===== config.mk =====
export PLATFORM = sky130hd
export DESIGN_NAME = utf8_utf16_bmp_transcoder
export DESIGN_NICKNAME = d
export VERILOG_FILES = /design/src/sv/utf_pkg.sv /design/src/sv/utf8_utf16_bmp_transcoder.sv /design/src/sv/utf_front.sv /design/src/sv/utf_queue.sv /design/src/sv/utf_back.sv
export SDC_FILE = /design/constraint.sdc
export NUM_CORES = 1
export LEC_CHECK = 0
export CAP_MARGIN = 30
export CORE_MARGIN = 8
export CORE_UTILIZATION = 30
export DETAILED_ROUTE_END_ITERATION = 7
export DONT_BUFFER_PORTS = 1
export HOLD_SLACK_MARGIN = 0.12
export PLACE_DENSITY = 0.46
export SLEW_MARGIN = 20
export SYNTH_ARGS = -nofsm -noshare
export SYNTH_HDL_FRONTEND = slang
export SYNTH_SLANG_ARGS = --single-unit

===== constraint.sdc =====
create_clock -name clk -period 3.8 [get_ports clk]
set_clock_uncertainty 0.15 [all_clocks]
set_input_delay 0.57 -clock clk [delete_from_list [all_inputs] [get_ports clk]]
set_output_delay 0.57 -clock clk [all_outputs]
set_load 0.05 [all_outputs]

===== src/sv/utf_pkg.sv =====
// ----------------------------------------------------------------------------
// utf_pkg: shared types and constants for the UTF-8 / UTF-16 transcoder
// Holds the job entry passed from the front end to the back end, the mode
// codes and the byte-class limits used by the decoder and encoder.
// ----------------------------------------------------------------------------
package utf_pkg;

  // Transcoding direction, as held in the direction register
  typedef enum logic {
    DIR_DECODE = 1'b0,
    DIR_ENCODE = 1'b1
  } dir_t;

  // Register index of the direction register
  localparam logic REG_DIRECTION = 1'b0;

  // Lead byte class limits
  localparam logic [7:0] LEAD1_MAX = 8'd127;
  localparam logic [7:0] LEAD2_MAX = 8'd223;
  localparam logic [7:0] LEAD3_MAX = 8'd239;

  // Code unit limits for encode
  localparam logic [15:0] ENC1_MAX = 16'h007f;
  localparam logic [15:0] ENC2_MAX = 16'h07ff;

  // UTF-8 marker bits
  localparam logic [7:0] MARK_LEAD2 = 8'hc0;
  localparam logic [7:0] MARK_LEAD3 = 8'he0;
  localparam logic [7:0] MARK_CONT  = 8'h80;

  // Payload masks
  localparam logic [7:0] MASK_CONT  = 8'h3f;
  localparam logic [7:0] MASK_LEAD2 = 8'h1f;
  localparam logic [7:0] MASK_LEAD3 = 8'h0f;

  // One queued job: one to three results to be sent
  typedef struct packed {
    logic [1:0]  cnt;      // number of results, 1..3
    logic [7:0]  byte0;
    logic [7:0]  byte1;
    logic [7:0]  byte2;
    logic [15:0] unit;
    logic        last;
    logic        bad;
  } job_t;

endpackage


===== src/sv/utf8_utf16_bmp_transcoder.sv =====
// ----------------------------------------------------------------------------
// utf8_utf16_bmp_transcoder: UTF-8 to/from basic-plane UTF-16 transcoder
// Usage:
//   Input stream s_*: tdata holds in_byte [7:0] and in_unit [23:8], tlast
//   marks the last item of a buffer. Output stream m_*: tdata holds
//   out_byte [7:0] and out_unit [23:8], tuser holds seq_end [0] and
//   bad_lead [1], tlast is buffer_end.
//   The APB register at address 0 selects the direction: 0 decodes UTF-8
//   bytes to code units, 1 encodes code units to UTF-8. Write it only while
//   the block is idle; a write also drops any partial decode sequence.
//   A request reaches the output through the job queue and then the output
//   register. Decode takes one byte per cycle while the queue has room.
//   Encode sends one byte per cycle while the receiver is ready, so a unit
//   yields 1, 2 or 3 bytes, sent in turn by the serializer in the back end;
//   a short job queue absorbs these bursts and lets the input keep flowing.
//   Reset clears the direction (decode), the decode state, the queue and
//   the output valid flag. When the receiver holds m_tready low the output
//   register holds, the queue fills, and s_tready falls once it is full.
// ----------------------------------------------------------------------------
module utf8_utf16_bmp_transcoder
  import utf_pkg::*;
#(
  parameter int QUEUE_DEPTH = 4
) (
  input  logic        clk,
  input  logic        rst,
  // APB configuration port
  input  logic        psel,
  input  logic        penable,
  input  logic        pwrite,
  input  logic [2:0]  paddr,
  input  logic [31:0] pwdata,
  output logic [31:0] prdata,
  output logic        pready,
  // Input stream
  input  logic        s_tvalid,
  output logic        s_tready,
  input  logic [23:0] s_tdata,   // in_byte [7:0], in_unit [23:8]
  input  logic        s_tlast,   // in_last
  // Output stream
  output logic        m_tvalid,
  input  logic        m_tready,
  output logic [23:0] m_tdata,   // out_byte [7:0], out_unit [23:8]
  output logic [1:0]  m_tuser,   // seq_end [0], bad_lead [1]
  output logic        m_tlast    // buffer_end
);

  dir_t direction;
  logic cfg_write;
  logic take;
  logic push;
  logic pop;
  logic empty;
  logic full;
  job_t new_job;
  job_t head;

  // Configuration register
  assign pready    = 1'b1;
  assign cfg_write = psel && penable && pwrite && pready && (paddr[2] == REG_DIRECTION);
  assign prdata    = (paddr[2] == REG_DIRECTION) ? {31'd0, direction} : 32'd0;

  always_ff @(posedge clk) begin
    if (rst) begin
      direction <= DIR_DECODE;
    end else if (cfg_write) begin
      direction <= dir_t'(pwdata[0]);
    end
  end

  // Accept a request whenever the queue has room
  assign s_tready = !full;
  assign take     = s_tvalid && s_tready;

  utf_front u_front (
    .clk       (clk),
    .rst       (rst),
    .dir       (direction),
    .cfg_clear (cfg_write),
    .take      (take),
    .in_byte   (s_tdata[7:0]),
    .in_unit   (s_tdata[23:8]),
    .in_last   (s_tlast),
    .push      (push),
    .job       (new_job)
  );

  utf_queue #(
    .DEPTH (QUEUE_DEPTH)
  ) u_queue (
    .clk    (clk),
    .rst    (rst),
    .push   (push),
    .wr_job (new_job),
    .pop    (pop),
    .head   (head),
    .empty  (empty),
    .full   (full)
  );

  utf_back u_back (
    .clk      (clk),
    .rst      (rst),
    .head     (head),
    .empty    (empty),
    .pop      (pop),
    .m_tvalid (m_tvalid),
    .m_tready (m_tready),
    .m_tdata  (m_tdata),
    .m_tuser  (m_tuser),
    .m_tlast  (m_tlast)
  );

  // Encode results never carry a code unit or a bad-lead flag
  assert property (@(posedge clk) disable iff (rst)
    (push && direction == DIR_ENCODE) |-> (new_job.unit == 16'd0) && !new_job.bad)
    else $error("transcoder: encode job carries decode fields");

  // Decode jobs are always a single result with no byte
  assert property (@(posedge clk) disable iff (rst)
    (push && direction == DIR_DECODE) |-> (new_job.cnt == 2'd1) && (new_job.byte0 == 8'd0))
    else $error("transcoder: malformed decode job");

  // Every request is taken at once while the queue has room
  assert property (@(posedge clk) disable iff (rst) (s_tvalid && !full) |-> take)
    else $error("transcoder: request not taken with queue space free");

endmodule


===== src/sv/utf_front.sv =====
// ----------------------------------------------------------------------------
// utf_front: request intake and classification
// Accepts one request per cycle while the queue has room, runs the UTF-8
// decode state and builds a job entry holding every result the request causes.
// ----------------------------------------------------------------------------
module utf_front
  import utf_pkg::*;
(
  input  logic        clk,
  input  logic        rst,
  input  dir_t        dir,
  input  logic        cfg_clear,
  input  logic        take,       // request accepted this cycle
  input  logic [7:0]  in_byte,
  input  logic [15:0] in_unit,
  input  logic        in_last,
  output logic        push,
  output job_t        job
);

  logic [1:0]  bytes_pending;
  logic [1:0]  bytes_pending_next;
  logic [9:0]  gathered_bits;
  logic [9:0]  gathered_bits_next;
  logic [15:0] acc;
  logic        emit;

  assign acc = {gathered_bits, in_byte[5:0]};

  // Classify the request and compute the decode state update
  always_comb begin
    job                = '0;
    job.last           = in_last;
    job.cnt            = 2'd1;
    emit               = 1'b0;
    bytes_pending_next = bytes_pending;
    gathered_bits_next = gathered_bits;
    if (dir == DIR_ENCODE) begin
      emit = 1'b1;
      if (in_unit <= ENC1_MAX) begin
        job.byte0 = in_unit[7:0];
      end else if (in_unit <= ENC2_MAX) begin
        job.cnt   = 2'd2;
        job.byte0 = MARK_LEAD2 | {3'b000, in_unit[10:6]};
        job.byte1 = MARK_CONT | {2'b00, in_unit[5:0]};
      end else begin
        job.cnt   = 2'd3;
        job.byte0 = MARK_LEAD3 | {4'b0000, in_unit[15:12]};
        job.byte1 = MARK_CONT | {2'b00, in_unit[11:6]};
        job.byte2 = MARK_CONT | {2'b00, in_unit[5:0]};
      end
    end else begin
      if (bytes_pending != 2'd0) begin
        bytes_pending_next = bytes_pending - 2'd1;
        if (bytes_pending_next == 2'd0) begin
          emit               = 1'b1;
          job.unit           = acc;
          gathered_bits_next = '0;
        end else begin
          gathered_bits_next = acc[9:0];
        end
      end else if (in_byte <= LEAD1_MAX) begin
        emit     = 1'b1;
        job.unit = {8'h00, in_byte};
      end else if (in_byte <= LEAD2_MAX) begin
        gathered_bits_next = {2'b00, in_byte & MASK_LEAD2};
        bytes_pending_next = 2'd1;
      end else if (in_byte <= LEAD3_MAX) begin
        gathered_bits_next = {2'b00, in_byte & MASK_LEAD3};
        bytes_pending_next = 2'd2;
      end else begin
        emit    = 1'b1;
        job.bad = 1'b1;
      end
      // Drop an unfinished sequence at the end of a buffer
      if (!emit && in_last) begin
        bytes_pending_next = '0;
        gathered_bits_next = '0;
      end
    end
  end

  assign push = take && emit;

  // Hold the decode state; clear it on reset and on a direction write
  always_ff @(posedge clk) begin
    if (rst || cfg_clear) begin
      bytes_pending <= '0;
      gathered_bits <= '0;
    end else if (take) begin
      bytes_pending <= bytes_pending_next;
      gathered_bits <= gathered_bits_next;
    end
  end

  // A three-byte sequence never has more than two continuations pending
  assert property (@(posedge clk) disable iff (rst) bytes_pending != 2'd3)
    else $error("utf_front: bytes_pending out of range");

  // Encode requests leave the decode state alone
  assert property (@(posedge clk) disable iff (rst)
    (take && dir == DIR_ENCODE && !cfg_clear) |=>
      $stable(bytes_pending) && $stable(gathered_bits))
    else $error("utf_front: encode request changed decode state");

  // A finished sequence leaves no bits behind
  assert property (@(posedge clk) disable iff (rst)
    (bytes_pending == 2'd0) |-> (gathered_bits == 10'd0))
    else $error("utf_front: stale gathered bits");

endmodule


===== src/sv/utf_queue.sv =====
// ----------------------------------------------------------------------------
// utf_queue: short job queue between front and back end
// Register-based FIFO; the head entry is presented without a read latency.
// ----------------------------------------------------------------------------
module utf_queue
  import utf_pkg::*;
#(
  parameter int DEPTH = 4
) (
  input  logic clk,
  input  logic rst,
  input  logic push,
  input  job_t wr_job,
  input  logic pop,
  output job_t head,
  output logic empty,
  output logic full
);

  localparam int PTR_W = (DEPTH > 1) ? $clog2(DEPTH) : 1;
  localparam int CNT_W = $clog2(DEPTH + 1);

  job_t             slots [DEPTH];
  logic [PTR_W-1:0] wr_ptr;
  logic [PTR_W-1:0] rd_ptr;
  logic [CNT_W-1:0] count;

  assign empty = (count == '0);
  assign full  = (count == CNT_W'(DEPTH));
  assign head  = slots[rd_ptr];

  // Store pushed entries
  always_ff @(posedge clk) begin
    if (push) begin
      slots[wr_ptr] <= wr_job;
    end
  end

  // Advance pointers and occupancy
  always_ff @(posedge clk) begin
    if (rst) begin
      wr_ptr <= '0;
      rd_ptr <= '0;
      count  <= '0;
    end else begin
      if (push) begin
        wr_ptr <= (wr_ptr == PTR_W'(DEPTH - 1)) ? '0 : wr_ptr + 1'b1;
      end
      if (pop) begin
        rd_ptr <= (rd_ptr == PTR_W'(DEPTH - 1)) ? '0 : rd_ptr + 1'b1;
      end
      if (push && !pop) begin
        count <= count + 1'b1;
      end else if (pop && !push) begin
        count <= count - 1'b1;
      end
    end
  end

  assert property (@(posedge clk) disable iff (rst) !(push && full))
    else $error("utf_queue: push while full");

  assert property (@(posedge clk) disable iff (rst) !(pop && empty))
    else $error("utf_queue: pop while empty");

  assert property (@(posedge clk) disable iff (rst) count <= CNT_W'(DEPTH))
    else $error("utf_queue: occupancy overflow");

endmodule


===== src/sv/utf_back.sv =====
// ----------------------------------------------------------------------------
// utf_back: result serializer and output register
// Sends the head job's results one per cycle unless the output stalls, pops it
// after the last one; the output register parts the queue from the receiver.
// ----------------------------------------------------------------------------
module utf_back
  import utf_pkg::*;
(
  input  logic        clk,
  input  logic        rst,
  input  job_t        head,
  input  logic        empty,
  output logic        pop,
  output logic        m_tvalid,
  input  logic        m_tready,
  output logic [23:0] m_tdata,   // out_byte [7:0], out_unit [23:8]
  output logic [1:0]  m_tuser,   // seq_end [0], bad_lead [1]
  output logic        m_tlast    // buffer_end
);

  logic [1:0] idx;
  logic       load;
  logic       final_res;
  logic [7:0] sel_byte;

  assign load      = !empty && (!m_tvalid || m_tready);
  assign final_res = (idx == head.cnt - 2'd1);
  assign pop       = load && final_res;

  // Pick the byte for the current result
  always_comb begin
    case (idx)
      2'd0:    sel_byte = head.byte0;
      2'd1:    sel_byte = head.byte1;
      default: sel_byte = head.byte2;
    endcase
  end

  // Step through the results of the head job
  always_ff @(posedge clk) begin
    if (rst) begin
      idx <= '0;
    end else if (load) begin
      idx <= final_res ? 2'd0 : idx + 2'd1;
    end
  end

  // Output valid
  always_ff @(posedge clk) begin
    if (rst) begin
      m_tvalid <= 1'b0;
    end else if (!m_tvalid || m_tready) begin
      m_tvalid <= !empty;
    end
  end

  // Output payload
  always_ff @(posedge clk) begin
    if (load) begin
      m_tdata <= {head.unit, sel_byte};
      m_tuser <= {head.bad, final_res};
      m_tlast <= head.last && final_res;
    end
  end

  assert property (@(posedge clk) disable iff (rst) !empty |-> (idx < head.cnt))
    else $error("utf_back: result index past job length");

  assert property (@(posedge clk) disable iff (rst) m_tvalid && m_tlast |-> m_tuser[0])
    else $error("utf_back: buffer end on a non-final result");

  assert property (@(posedge clk) disable iff (rst)
    m_tvalid && m_tuser[1] |-> (m_tdata == 24'd0))
    else $error("utf_back: bad-lead result carries data");

endmodule


* Word level (Yosys, flattened, before mapping)
Memories as Yosys holds them, arrays and structs flattened. A register that Yosys moved wholly into a read port is not among the register bits.
Cells that the tools add are included.
** Cells by class
- $add $sub $neg :: 7
- $mul :: 0
- Div/mod/pow operators :: 0
- Magnitude comparators :: 5
- Equality and inequality tests :: 6
- Shift-type cells :: 0
- Mux-type cells :: 42
- Bitwise operators :: 2
- Reductions and logical operators :: 26
** Operators with widths (count)
- $mux W16 :: 4
- $mux W10 :: 6
- $mux W26 :: 1
- $mux W8 :: 3
- $mux W2 :: 11
- $mux W17 :: 1
- $le A16 B11 Y1 const B :: 1
- $le A16 B7 Y1 const B :: 1
- $le A8 B8 Y1 const B :: 2
- $pmux W8 S2 :: 1
- $mux W1 :: 13
- $logic_and A1 B1 Y1 :: 11
- $le A8 B7 Y1 const B :: 1
- $add A2 B1 Y2 const B :: 3
- $logic_not A1 Y1 :: 6
- $mux W3 :: 2
- $eq A2 B2 Y1 const B :: 2
- $logic_not A2 Y1 :: 2
- $reduce_and A4 Y1 :: 1
- $reduce_bool A2 Y1 :: 2
- $reduce_bool A4 Y1 :: 1
- $sub A2 B1 Y2 const B :: 2
- $add A3 B1 Y3 const B :: 1
- $eq A3 B3 Y1 const B :: 1
- other kinds (7) :: 9
** Word-level totals
- Bits in registers :: 50
- Bits in latches :: 0
- Memory bits (writable) :: 176
- Memory bits (read-only) :: 0
- Bits of input ports :: 67
- Output and inout bits :: 62
- Logic and storage cells :: 100
- Memories kept :: 1
** Memories
- u_queue.slots :: depth 4, width 44, rd ports 1, clocked after Yosys merged registers in 1, write ports 1, line utf_queue.sv:23 : job_t slots [DEPTH];

* Longest topological paths before layout
Gate-level depths: netlist (run 1).
- Depth in word-level cells :: 12
- Mapped depth :: 11
- Mapped depth without buffers :: 10

* By module
Synthesis (run 1) repeated with hierarchy kept, for this count alone.
** Unflattened totals
- Cells, all modules :: 545
- Area, all modules :: 9436.6 um2
** By module, submodules not included
- utf_queue :: instances 1, cells an instance 274, area each 6847.8 um2, sequential area each 5465.2 um2
- utf_back :: instances 1, cells an instance 76, area each 1149.9 um2, sequential area each 870.8 um2
- utf_front :: instances 1, cells an instance 153, area each 1119.8 um2, sequential area each 240.2 um2
- utf8_utf16_bmp_transcoder :: instances 1, cells an instance 42, area each 319.1 um2, sequential area each 20.0 um2

* Worst setup path before layout (run 1)
No wires, ideal clock.
- Path type :: in2reg
- Start point :: input port s_tdata[7]
- End point :: memory u_queue.slots[3][0] (netlist bit) (enable)
- Setup time :: 402 ps
- Data arrival time :: 2324 ps
- Required time :: 3248 ps
- Path slack :: 923 ps
- Stages :: 5
- Buffers on the path :: 1
- Cells stage by stage :: nor2b_1 > a21oi_1 > o211a_1 > clkbuf_1 > and2_1
** On the way
- Word-level cells in the longest chain between the ends :: 10
- Elaborated cells between the ends (all ways) :: 12
- Those cells by class :: order compare: 3; mux: 8; reduce/logical: 1
** Ends and longest elaborated chain
- start, declared :: line utf8_utf16_bmp_transcoder.sv:38 : input logic [23:0] s_tdata,
- $le A8 B8 Y1 :: line utf_front.sv:68 : end else if (in_byte <= LEAD3_MAX) begin
- $mux W1 :: line utf_front.sv:68
- $mux W1 :: line utf_front.sv:65 : end else if (in_byte <= LEAD2_MAX) begin
- $mux W1 (*) :: line utf_front.sv:62 : end else if (in_byte <= LEAD1_MAX) begin
- $mux W1 (*) :: line utf_front.sv:53 : if (bytes_pending != 2'd0) begin
- $mux W1 (*) (2 in series) :: line utf_front.sv:38 : if (dir == DIR_ENCODE) begin
- $logic_and A1 B1 Y1 (*) :: line utf_front.sv:83 : assign push = take && emit;
- via push :: line utf8_utf16_bmp_transcoder.sv:51 : logic push;
- $mux W1 (*) :: line utf_queue.sv:34 : if (push) begin
- $mux W1 (not written as such) (*) :: line utf_queue.sv:35 : slots[wr_ptr] <= wr_job;
- end, declared :: line utf_queue.sv:23
Mark *: on every way through the listed nets, which the timed path passes. The rest lies on a longest branch. The select of a mux whose other input is x is not followed.

==> results_dict.tcl, run 1 <==
set metrics [dict create \
    drcViolationCount 0 \
    power_mw 7.003 \
    htreeDepth 1 \
    grt_usage_pct 10.51 \
    pwr-share-seq_pct 51.9 \
    grt_overflow 0 \
    clock-root-buffer "clkbuf_16" \
    finalSetupViolations 0 \
    avgViaCountPerCell 4.714 \
    yosysUniqueCellTypes 46 \
    p_sw_share_pct 32.64 \
    cts_buffer_depth 3 \
    power_switching_mw 2.286 \
    ys_seq_elements 216 \
    core_area_um2 28700 \
    num_rows 62 \
    synth_area_per_cell_um2 17.05 \
    p_leak_nw 3.294 \
    num_vias 4408 \
    hold_class "in2reg" \
    syn_to_final_growth_pct 13.89 \
    fillers 2775 \
    grt_pass1_vias 4775 \
    power.share.combinational_pct 19.2 \
    cts_tree "yes" \
    slew_viol_final 0 \
    start_util_pct 30.42 \
    num_antenna_cells 0 \
    portBuffers 0 \
    fmax_ghz 0.3044 \
    die_h_um 186.6 \
    crit_type "reg2reg" \
    drt_iter0_markers 290 \
    netlist_area_um2 8731 \
    period_minus_slack_ns 3.285 \
    cts_resized 0 \
    cts_setup_buffers 0 \
    ir_worst_vdd_uv 323.1 \
    drive_gt1_share_pct 18.33 \
    crit_path_start_kind "flip-flop" \
    tightest_slew_ns 0.6445 \
    antenna_found_initial 0 \
    wirelength_um 18850 \
    crit_end "u_queue.count[2]" \
    seq_area_frac_synth_pct 71.42 \
    p_int_mw 4.718 \
    period_share_pct 86.46 \
    grt_setup_unrepaired "false" \
    tns_ns 0 \
    ant_nets 0 \
    timing.rr.end "u_queue.count[2]" \
    clock_latency_ns 0.51 \
    first_pass_iters 4 \
    path_clk_slew_ns 0.06 \
    reg2reg_depth 10 \
    synth_cells 512 \
    dpl-instance-area_um2 9175 \
    async_reset_ff_share_pct 0 \
    end_kind "flip-flop" \
    cts_made_buffers 23 \
    arrival_ns 3.57 \
    io_pins 129 \
    grt_pass1_wl_um 28660 \
    relSlewSlack_pct 56.70 \
    critPathMaxFanout 11 \
    power.density_nw_per_um2 704.3 \
    status "finished clean" \
    cap_violations 0 \
    gp_congestion 0.7856 \
    design_area_um2 9943 \
    hold_violations 0 \
    yosys_warnings 0 \
    worstPathRequired_ns 4.08 \
    clkPwrFrac_pct 28.9 \
    clock_sinks 216 \
    hpwlAfterDp_um 12170 \
    die_w_um 186.6 \
    r2r_slack_ns 0.51 \
    synth_flop_cell "edfxtp_1" \
    num-nets-final 615 \
    synth_enable_flop_cells 191 \
    hold_buffers 9 \
    die-area_um2 34820 \
    grt_max_degree 31 \
    avgRoutedWirePerCell_um 20.16 \
]
Yosys cell counts, types with 2 or more instances:
master / n / share of area (%)
nor3b_1: 3 / 0.26
nand3_1: 7 / 0.40
ha_1: 8 / 1.1
inv_1: 13 / 0.56
nand2_1: 24 / 1.0
and3_1: 6 / 0.43
xor2_1: 2 / 0.20
a21oi_1: 23 / 1.3
or3_1: 2 / 0.14
nand2b_1: 2 / 0.14
buf_4: 33 / 2.8
buf_2: 4 / 0.23
conb_1: 2 / 0.086
a22oi_1: 5 / 0.43
nor2_1: 18 / 0.77
nor2b_1: 15 / 1.1
or2_2: 2 / 0.14
and2_1: 23 / 1.6
nor3_1: 7 / 0.40
edfxtp_1: 191 / 66
o21ai_0: 11 / 0.63
a221o_1: 7 / 0.80
clkbuf_1: 13 / 0.56
dfxtp_1: 25 / 5.7
mux2i_1: 5 / 0.57
mux4_2: 41 / 11
cells in the final DEF, fill, tap and decap left out, types with 2 or more instances in the layout:
| cell type | Yosys | routed |
|---|---|---|
| nor2b_1 | 15 | 15 |
| a22oi_1 | 5 | 5 |
| or3_1 | 2 | 2 |
| nor2_1 | 18 | 17 |
| inv_1 | 13 | 13 |
| mux2i_1 | 5 | 5 |
| and2_1 | 23 | 19 |
| a221o_1 | 7 | 7 |
| nand3_1 | 7 | 7 |
| buf_12 | 0 | 4 |
| and2_2 | 0 | 4 |
| buf_4 | 33 | 8 |
| nor3_1 | 7 | 7 |
| nand2b_1 | 2 | 2 |
| ha_1 | 8 | 8 |
| dlygate4sd3_1 | 0 | 9 |
| and3_1 | 6 | 6 |
| o21ai_0 | 11 | 11 |
| nand2_1 | 24 | 24 |
| mux4_2 | 41 | 41 |
| clkbuf_16 | 0 | 23 |
| xor2_1 | 2 | 2 |
| clkbuf_2 | 0 | 2 |
| dfxtp_1 | 25 | 23 |
| or2_2 | 2 | 2 |
| edfxtp_1 | 191 | 191 |
| clkinv_2 | 0 | 7 |
| clkinv_1 | 0 | 5 |
| dfxtp_2 | 0 | 2 |
| a21oi_1 | 23 | 23 |
| nor3b_1 | 3 | 3 |
| conb_1 | 2 | 32 |
layout make-up:
| type | count | area [um^2] | area share (%) |
|---|---|---|---|
| Inverter | 13 | 48.80 | 0.4908 |
| Tap cell | 384 | 480.5 | 4.832 |
| Sequential cell | 216 | 6238 | 62.74 |
| Multi-Input combinational cell | 261 | 2240 | 22.52 |
| Timing Repair Buffer | 24 | 267.8 | 2.693 |
| Clock buffer | 23 | 575.6 | 5.788 |
| Clock inverter | 14 | 92.59 | 0.9312 |
kinds of logic (layout without fill, tap and decap cells):
kind of cell | Yosys count | after routing | share of synthesized area, %
adders and majority gates | 9 | 9 | 1.376
and+or+nand+nor | 118 | 118 | 7.294
AOI/OAI and AO/OA | 51 | 51 | 3.640
muxes | 48 | 48 | 11.44
DFF | 216 | 216 | 71.42
buffers and inverters | 65 | 74 | 4.357
other | 2 | 32 | 0.08602
xor gates and xnor gates | 3 | 3 | 0.3870
worst max-delay path, stage by stage (launching register included):
cell     delay (ns)
dfxtp_2        0.59
mux4_2         0.61
or4_1          0.44
mux2i_2        0.31
inv_1          0.08
ha_1           0.21
inv_1          0.08
fa_1           0.19
xor2_1         0.09
or3_1          0.32
a21oi_1        0.14
metal layers:
layer | wire length [um] | vias to the layer above | GRT usage, %
li1 | - | 1961 | -
met1 | 7866 | 2274 | 13.07
met2 | 9143 | 148 | 17.73
met3 | 1532 | 25 | 3.318
met4 | 303 | 0 | 2.199
met5 | 0 | - | 0
through the flow:
| stage | std cells | hold WS, ns | utilization [%] | setup slack [ns] |
|---|---|---|---|---|
| finish | 935 | 0.1904 | 34.64 | 0.5146 |
| global route | 935 | 0.1899 | 34.64 | 0.3332 |
| CTS | 933 | 0.1714 | 34.61 | 0.4501 |
| detailed placement | 887 | 0.2932 | 31.97 | 0.4760 |
| global placement | 886 | 0.2962 | 31.87 | 0.5682 |
| floorplan | 542 | 0.2773 | - | 0.9234 |
worst min path at each step:
stage / cells past startpoint / start / slack [ns] / endpoint
after floorplan: 2 / u_front.gathered_bits[5] / 0.28 / u_front.gathered_bits[5]
after global placement: 2 / u_front.gathered_bits[5] / 0.30 / u_front.gathered_bits[5]
after detailed placement: 2 / u_front.gathered_bits[8] / 0.29 / u_front.gathered_bits[8]
after CTS: 1 / s_tdata[4] / 0.17 / u_queue.slots[1][6]
after global routing: 1 / s_tdata[4] / 0.19 / u_queue.slots[1][6]
final: 2 / rst / 0.19 / flip-flop
power groups by stage:
| stage | Sequential [mW] | Combinational, mW | Clock [mW] |
|---|---|---|---|
| finish | 3.63 | 1.35 | 2.02 |
| global route | 3.68 | 1.48 | 2.17 |
| CTS | 3.66 | 1.39 | 2.08 |
| detailed placement | 3.70 | 1.38 | 0 |
| global placement | 3.69 | 1.30 | 0 |
| floorplan | 3.62 | 1.01 | 0 |
flip-flops by register name, summed over array words and instances (netlist names), named ones only:
| signal | cells |
|---|---|
| u_front.gathered_bits | 10 |
| u_queue.wr_ptr | 2 |
| u_queue.rd_ptr | 2 |
| u_queue.slots | 164 |
| direction | 1 |
| u_back.idx | 2 |
| u_back.m_tdata | 24 |
| u_back.m_tlast | 1 |
| u_queue.count | 3 |
| u_back.m_tvalid | 1 |
| u_front.bytes_pending | 2 |
| u_back.m_tuser | 2 |
No activity file was read; power rests on OpenSTA's default activity.
==> inputs of run 2 (changes only) <==
--- a/config.mk
+++ b/config.mk
@@ -6,6 +6,7 @@
 export NUM_CORES = 1
 export LEC_CHECK = 0
 export CAP_MARGIN = 30
+export CORE_ASPECT_RATIO = 0.7
 export CORE_MARGIN = 8
 export CORE_UTILIZATION = 30
 export DETAILED_ROUTE_END_ITERATION = 7
==> run 2 against run 1 <==
Against the previous run:
- die area up 0.25%
- setup slack worse by 0.0062 ns
- final area rose by 0.72%
- clock power is 9% higher
- sequential share of layout area is 0.45 points lower
- final cell count is 0.21% lower
- hold slack got worse by 0.022 ns
- sequential power about the same
- non-clock buffer count is 1 lower
- combinational power barely moved
- critical endpoint unchanged
==> results_dict.tcl, run 2 (synthesized netlist as in run 1, its figures left out) <==
set metrics [dict create \
    ir_worst_vdd_uv 243.2 \
    final_cell_mix "edfxtp_1 (191), mux4_2 (41), conb_1 (32), clkbuf_16 (25), nand2_1 (24)" \
    seq_area_um2 6238 \
    biggestRegsByFlops "u_queue.slots: 164 flops, u_back.m_tdata: 24 flops, u_front.gathered_bits: 10 flops" \
    drive_gt1_share_pct 18.20 \
    grt_overflow 0 \
    first_pass_iters 5 \
    cts_setup_buffers 0 \
    largest_reg_flops 164 \
    crit_path_start_kind "flip-flop" \
    clock-root-buffer "clkbuf_16" \
    p_leak_nw 3.316 \
    fillers 2711 \
    grt_max_degree 30 \
    cp_slowest_cell "mux4_2" \
    fin_util_pct 34.82 \
    max_stage_delay_ns 0.61 \
    tns_ns 0 \
    period_minus_slack_ns 3.292 \
    multi_input_area_um2 2240 \
    arrival_ns 3.57 \
    clock_sinks 216 \
    gp_congestion 0.7390 \
    hold_buffers 9 \
    hold_class "in2reg" \
    num_vias 4344 \
    drcViolationCount 0 \
    critPathMaxFanout 9 \
    clock_latency_ns 0.51 \
    cts_buffer_depth 3 \
    antenna_found_initial 0 \
    num-nets-final 615 \
    syn_to_final_growth_pct 14.70 \
    slew_viol_final 0 \
    min_from "rst" \
    die_h_um 158.7 \
    die-area_um2 34900 \
    wirelength_um 18970 \
    layout_setup_ws_ns 0.5084 \
    fmax_ghz 0.3038 \
    mostFrequentLayoutCell "edfxtp_1" \
    cts_tree "yes" \
    cap_violations 0 \
    ant_nets 0 \
    drt_iter0_markers 244 \
    crit_type "reg2reg" \
    finalSetupViolations 0 \
    avgViaCountPerCell 4.656 \
    worstPathRequired_ns 4.08 \
    core_area_um2 28760 \
    cts_resized 0 \
    tightest_slew_ns 0.8520 \
    critPathTopFamily "multiplexers" \
    avgRoutedWirePerCell_um 20.33 \
    path_clk_slew_ns 0.06 \
    status "finished clean" \
    end_kind "flip-flop" \
    period_share_pct 86.62 \
    num_antenna_cells 0 \
    crit_chain "mux4_2 > or4_1 > mux2i_2 > inv_1 > ha_1 > inv_1 > fa_1 > xor2_1 > or3_1 > a21oi_1" \
    power.density_nw_per_um2 718.7 \
    io_pins 129 \
    grt_setup_unrepaired "false" \
    grt_pass1_wl_um 28780 \
    grt_pass1_vias 4613 \
    die_w_um 219.9 \
    power_mw 7.198 \
    critPathBufInv 2 \
    htreeDepth 1 \
    largest-register "u_queue.slots" \
    cp_common_cell "inv_1" \
    hold_violations 0 \
    grt_usage_pct 10.70 \
    cts_made_buffers 24 \
    hpwlAfterDp_um 12200 \
    pre_cts_ws_ns 0.4637 \
    portBuffers 0 \
    relSlewSlack_pct 42.40 \
    num_rows 52 \
    start_util_pct 30.36 \
]
[run 2: cell types whose count changed in the layout (fill, tap and decap cells not counted)]
cell and change:
buf_12 +1, buf_16 -1, buf_2 +1, bufinv_16 +1
clkbuf_1 +5, clkbuf_16 +2, clkbuf_2 -2, clkinv_1 -1
clkinv_2 -4, clkinv_4 +2, clkinvlp_4 +1, inv_6 -1
[run 2: metal layers]
metal  vias to the layer above  share of wire (%)  global-route usage [%]
met5                         -                  0                       0
met4                         0                2.9                   3.578
met2                       107                 49                   17.67
met3                        37                4.1                   2.012
li1                       1969                  -                       -
met1                      2231                 44                   13.96
[run 2: report_power, final]
| group | total (mW) | internal, mW | switching, mW |
|---|---|---|---|
| sequential | 3.63 | 2.98 | 0.647 |
| clock | 2.21 | 1.33 | 0.876 |
| combinational | 1.36 | 0.561 | 0.795 |
| total | 7.20 | 4.88 | 2.32 |
[run 2: layout make-up]
| cell class | count | area share, % |
|---|---|---|
| Multi-Input combinational cell | 261 | 22.36 |
| Clock inverter | 12 | 1.149 |
| Timing Repair Buffer | 23 | 2.549 |
| Sequential cell | 216 | 62.29 |
| Clock buffer | 30 | 6.434 |
| Inverter | 13 | 0.4873 |
| Tap cell | 378 | 4.723 |
[run 2: path summary, 6_finish.rpt]
check | endpoint | slack [ns] | cells past startpoint
max | u_queue.count[2] | 0.51 | 10
min | u_queue.rd_ptr[0] | 0.17 | 2
max reg2reg | u_queue.count[2] | 0.51 | 10
min reg2reg | u_front.gathered_bits[6] | 0.31 | 2
[run 2: per-stage QoR]
stage / hold WS [ns] / area (um^2) / std cells
finish: 0.1688 / 10010 / 933
global route: 0.1727 / 10010 / 933
CTS: 0.1494 / 10010 / 932
detailed placement: 0.2930 / 9160 / 881
global placement: 0.2936 / 9140 / 880
floorplan: 0.2773 / 8843 / 542
==> inputs of run 3 (changes only) <==
--- a/config.mk
+++ b/config.mk
@@ -12,7 +12,7 @@
 export DETAILED_ROUTE_END_ITERATION = 7
 export DONT_BUFFER_PORTS = 1
 export HOLD_SLACK_MARGIN = 0.12
-export PLACE_DENSITY = 0.46
+export RECOVER_POWER = 25
 export SLEW_MARGIN = 20
 export SYNTH_ARGS = -nofsm -noshare
 export SYNTH_HDL_FRONTEND = slang
==> run 3 against run 2 <==
Against the previous run:
- final area shrank 0.41%
- maximum frequency shrank 2.3%
- clock power barely moved
- register-to-register slack worse by 0.08 ns
- die area did not move
- clock-buffer cell count up 4
- utilization shrank 0.14 points
- final cell count fell by 0.11%
- largest cell class unchanged
- largest power group unchanged
==> results_dict.tcl, run 3 (synthesized netlist as in run 1, its figures left out) <==
set metrics [dict create \
    fmax_ghz 0.2970 \
    gp_congestion 0.8021 \
    antenna_found_initial 0 \
    biggestRegsByFlops "u_queue.slots: 164 flops, u_back.m_tdata: 24 flops, u_front.gathered_bits: 10 flops" \
    tns_ns 0 \
    worstPathRequired_ns 4.06 \
    path_clk_slew_ns 0.06 \
    num_antenna_cells 0 \
    end_kind "flip-flop" \
    design_area_um2 9973 \
    crit_path_start_kind "flip-flop" \
    hold_violations 0 \
    cts_buffer_depth 3 \
    num-nets-final 615 \
    die_h_um 158.7 \
    arrival_ns 3.63 \
    htreeDepth 1 \
    avgViaCountPerCell 4.690 \
    slew_viol_final 0 \
    crit_path_start "u_back.m_tvalid" \
    mostFrequentLayoutCell "edfxtp_1" \
    crit_type "reg2reg" \
    dpl-instance-area_um2 9136 \
    drt_iter0_markers 307 \
    cts_resized 0 \
    power.density_nw_per_um2 723.0 \
    period_minus_slack_ns 3.368 \
    drive_gt1_share_pct 17.51 \
    clock_latency_ns 0.49 \
    hold_class "in2reg" \
    ir_worst_vdd_uv 277.2 \
    cts_tree "yes" \
    grt_overflow 0 \
    cts_made_buffers 23 \
    num_vias 4371 \
    r2r_start "u_back.m_tvalid" \
    wirelength_um 18440 \
    first_pass_iters 4 \
    die-area_um2 34900 \
    finalSetupViolations 0 \
    grt_setup_unrepaired "false" \
    core_area_um2 28760 \
    hpwlAfterDp_um 12010 \
    status "finished clean" \
    largest-register "u_queue.slots" \
    ant_nets 0 \
    grt_use_met1_pct 12.83 \
    grt_pass1_vias 4661 \
    grtUsageMet3_pct 2.316 \
    critPathMaxFanout 5 \
    grt_usage_pct 10.31 \
    die_w_um 219.9 \
    largest_reg_flops 164 \
    gr-max-usage-layer "met2" \
    period_share_pct 88.62 \
    start_util_pct 30.36 \
    p_leak_nw 3.295 \
    grt_pass1_wl_um 27950 \
    avgRoutedWirePerCell_um 19.79 \
    final_cell_mix "edfxtp_1 (191), mux4_2 (41), conb_1 (32), nand2_1 (24), dfxtp_1 (24)" \
    drcViolationCount 0 \
    min_from "s_tlast" \
    clock-root-buffer "clkbuf_16" \
    relSlewSlack_pct 32.00 \
    syn_to_final_growth_pct 14.23 \
    num_rows 52 \
    tightest_slew_ns 1.020 \
    clock_sinks 216 \
    use_met2_pct 17.51 \
    portBuffers 0 \
    cap_violations 0 \
    grt_max_degree 34 \
    io_pins 129 \
]
==> run 3: worst paths after layout <==
path | slack (ns) | end | depth (start not counted)
hold / removal | 0.22 | u_front.gathered_bits[5] | 3
hold reg to reg | 0.30 | u_front.gathered_bits[6] | 2
setup reg to reg | 0.43 | u_queue.count[2] | 11
setup / recovery | 0.43 | u_queue.count[2] | 11
==> run 3: final cells by class <==
class / count / area, um^2
clock buffers: 34 / 646.9
clock inverters: 6 / 107.6
fillers: 2713 / 18780
inverters: 13 / 48.80
multi-input cells: 261 / 2240
flip-flops and latches: 216 / 6237
well taps: 378 / 473.0
repair buffers: 24 / 220.2
==> run 3: metal layers <==
metal | vias to the layer above | routed length [um]
met1 | 2251 | 7823
li1 | 1967 | -
met5 | - | 0
met3 | 34 | 987
met2 | 119 | 9221
met4 | 0 | 412
==> run 3: worst max-delay path, stage by stage, from the launching register on <==
cell      delay [ns]
dfxtp_1         0.32
clkbuf_1        0.53
nor2b_1         0.54
or4_1           0.22
mux2i_2         0.11
inv_1           0.08
ha_1            0.17
inv_1           0.07
fa_1            0.44
xor2_1          0.19
or3_1           0.31
a21oi_1         0.15
==> run 3: repair_timing <==
| item | CTS | global route |
|---|---|---|
| hold buffers | 9 | 0 |
| buffers inserted | 0 | 0 |
| hold endpoints to repair | 21 | 0 |
==> run 3: report_power, final <==
part / switching (mW) / leakage, nW / internal, mW
Combinational: 0.788 / 0.943 / 0.553
Clock: 0.855 / 0.366 / 1.38
Sequential: 0.653 / 1.99 / 2.98
==> run 3: metrics by stage <==
step                      total power, mW  hold WS, ns  setup slack (ns)  std cells  util [%]
final                               7.211       0.2241            0.4325        932     34.68
after floorplan                     4.630       0.2773            0.9234        542         -
after global placement              4.975       0.2931            0.5622        882     31.70
after CTS                           7.315       0.1833            0.4949        932     34.71
after detailed placement            5.053       0.2940            0.5296        883     31.77
after global routing                7.505       0.2181            0.1952        932     34.68
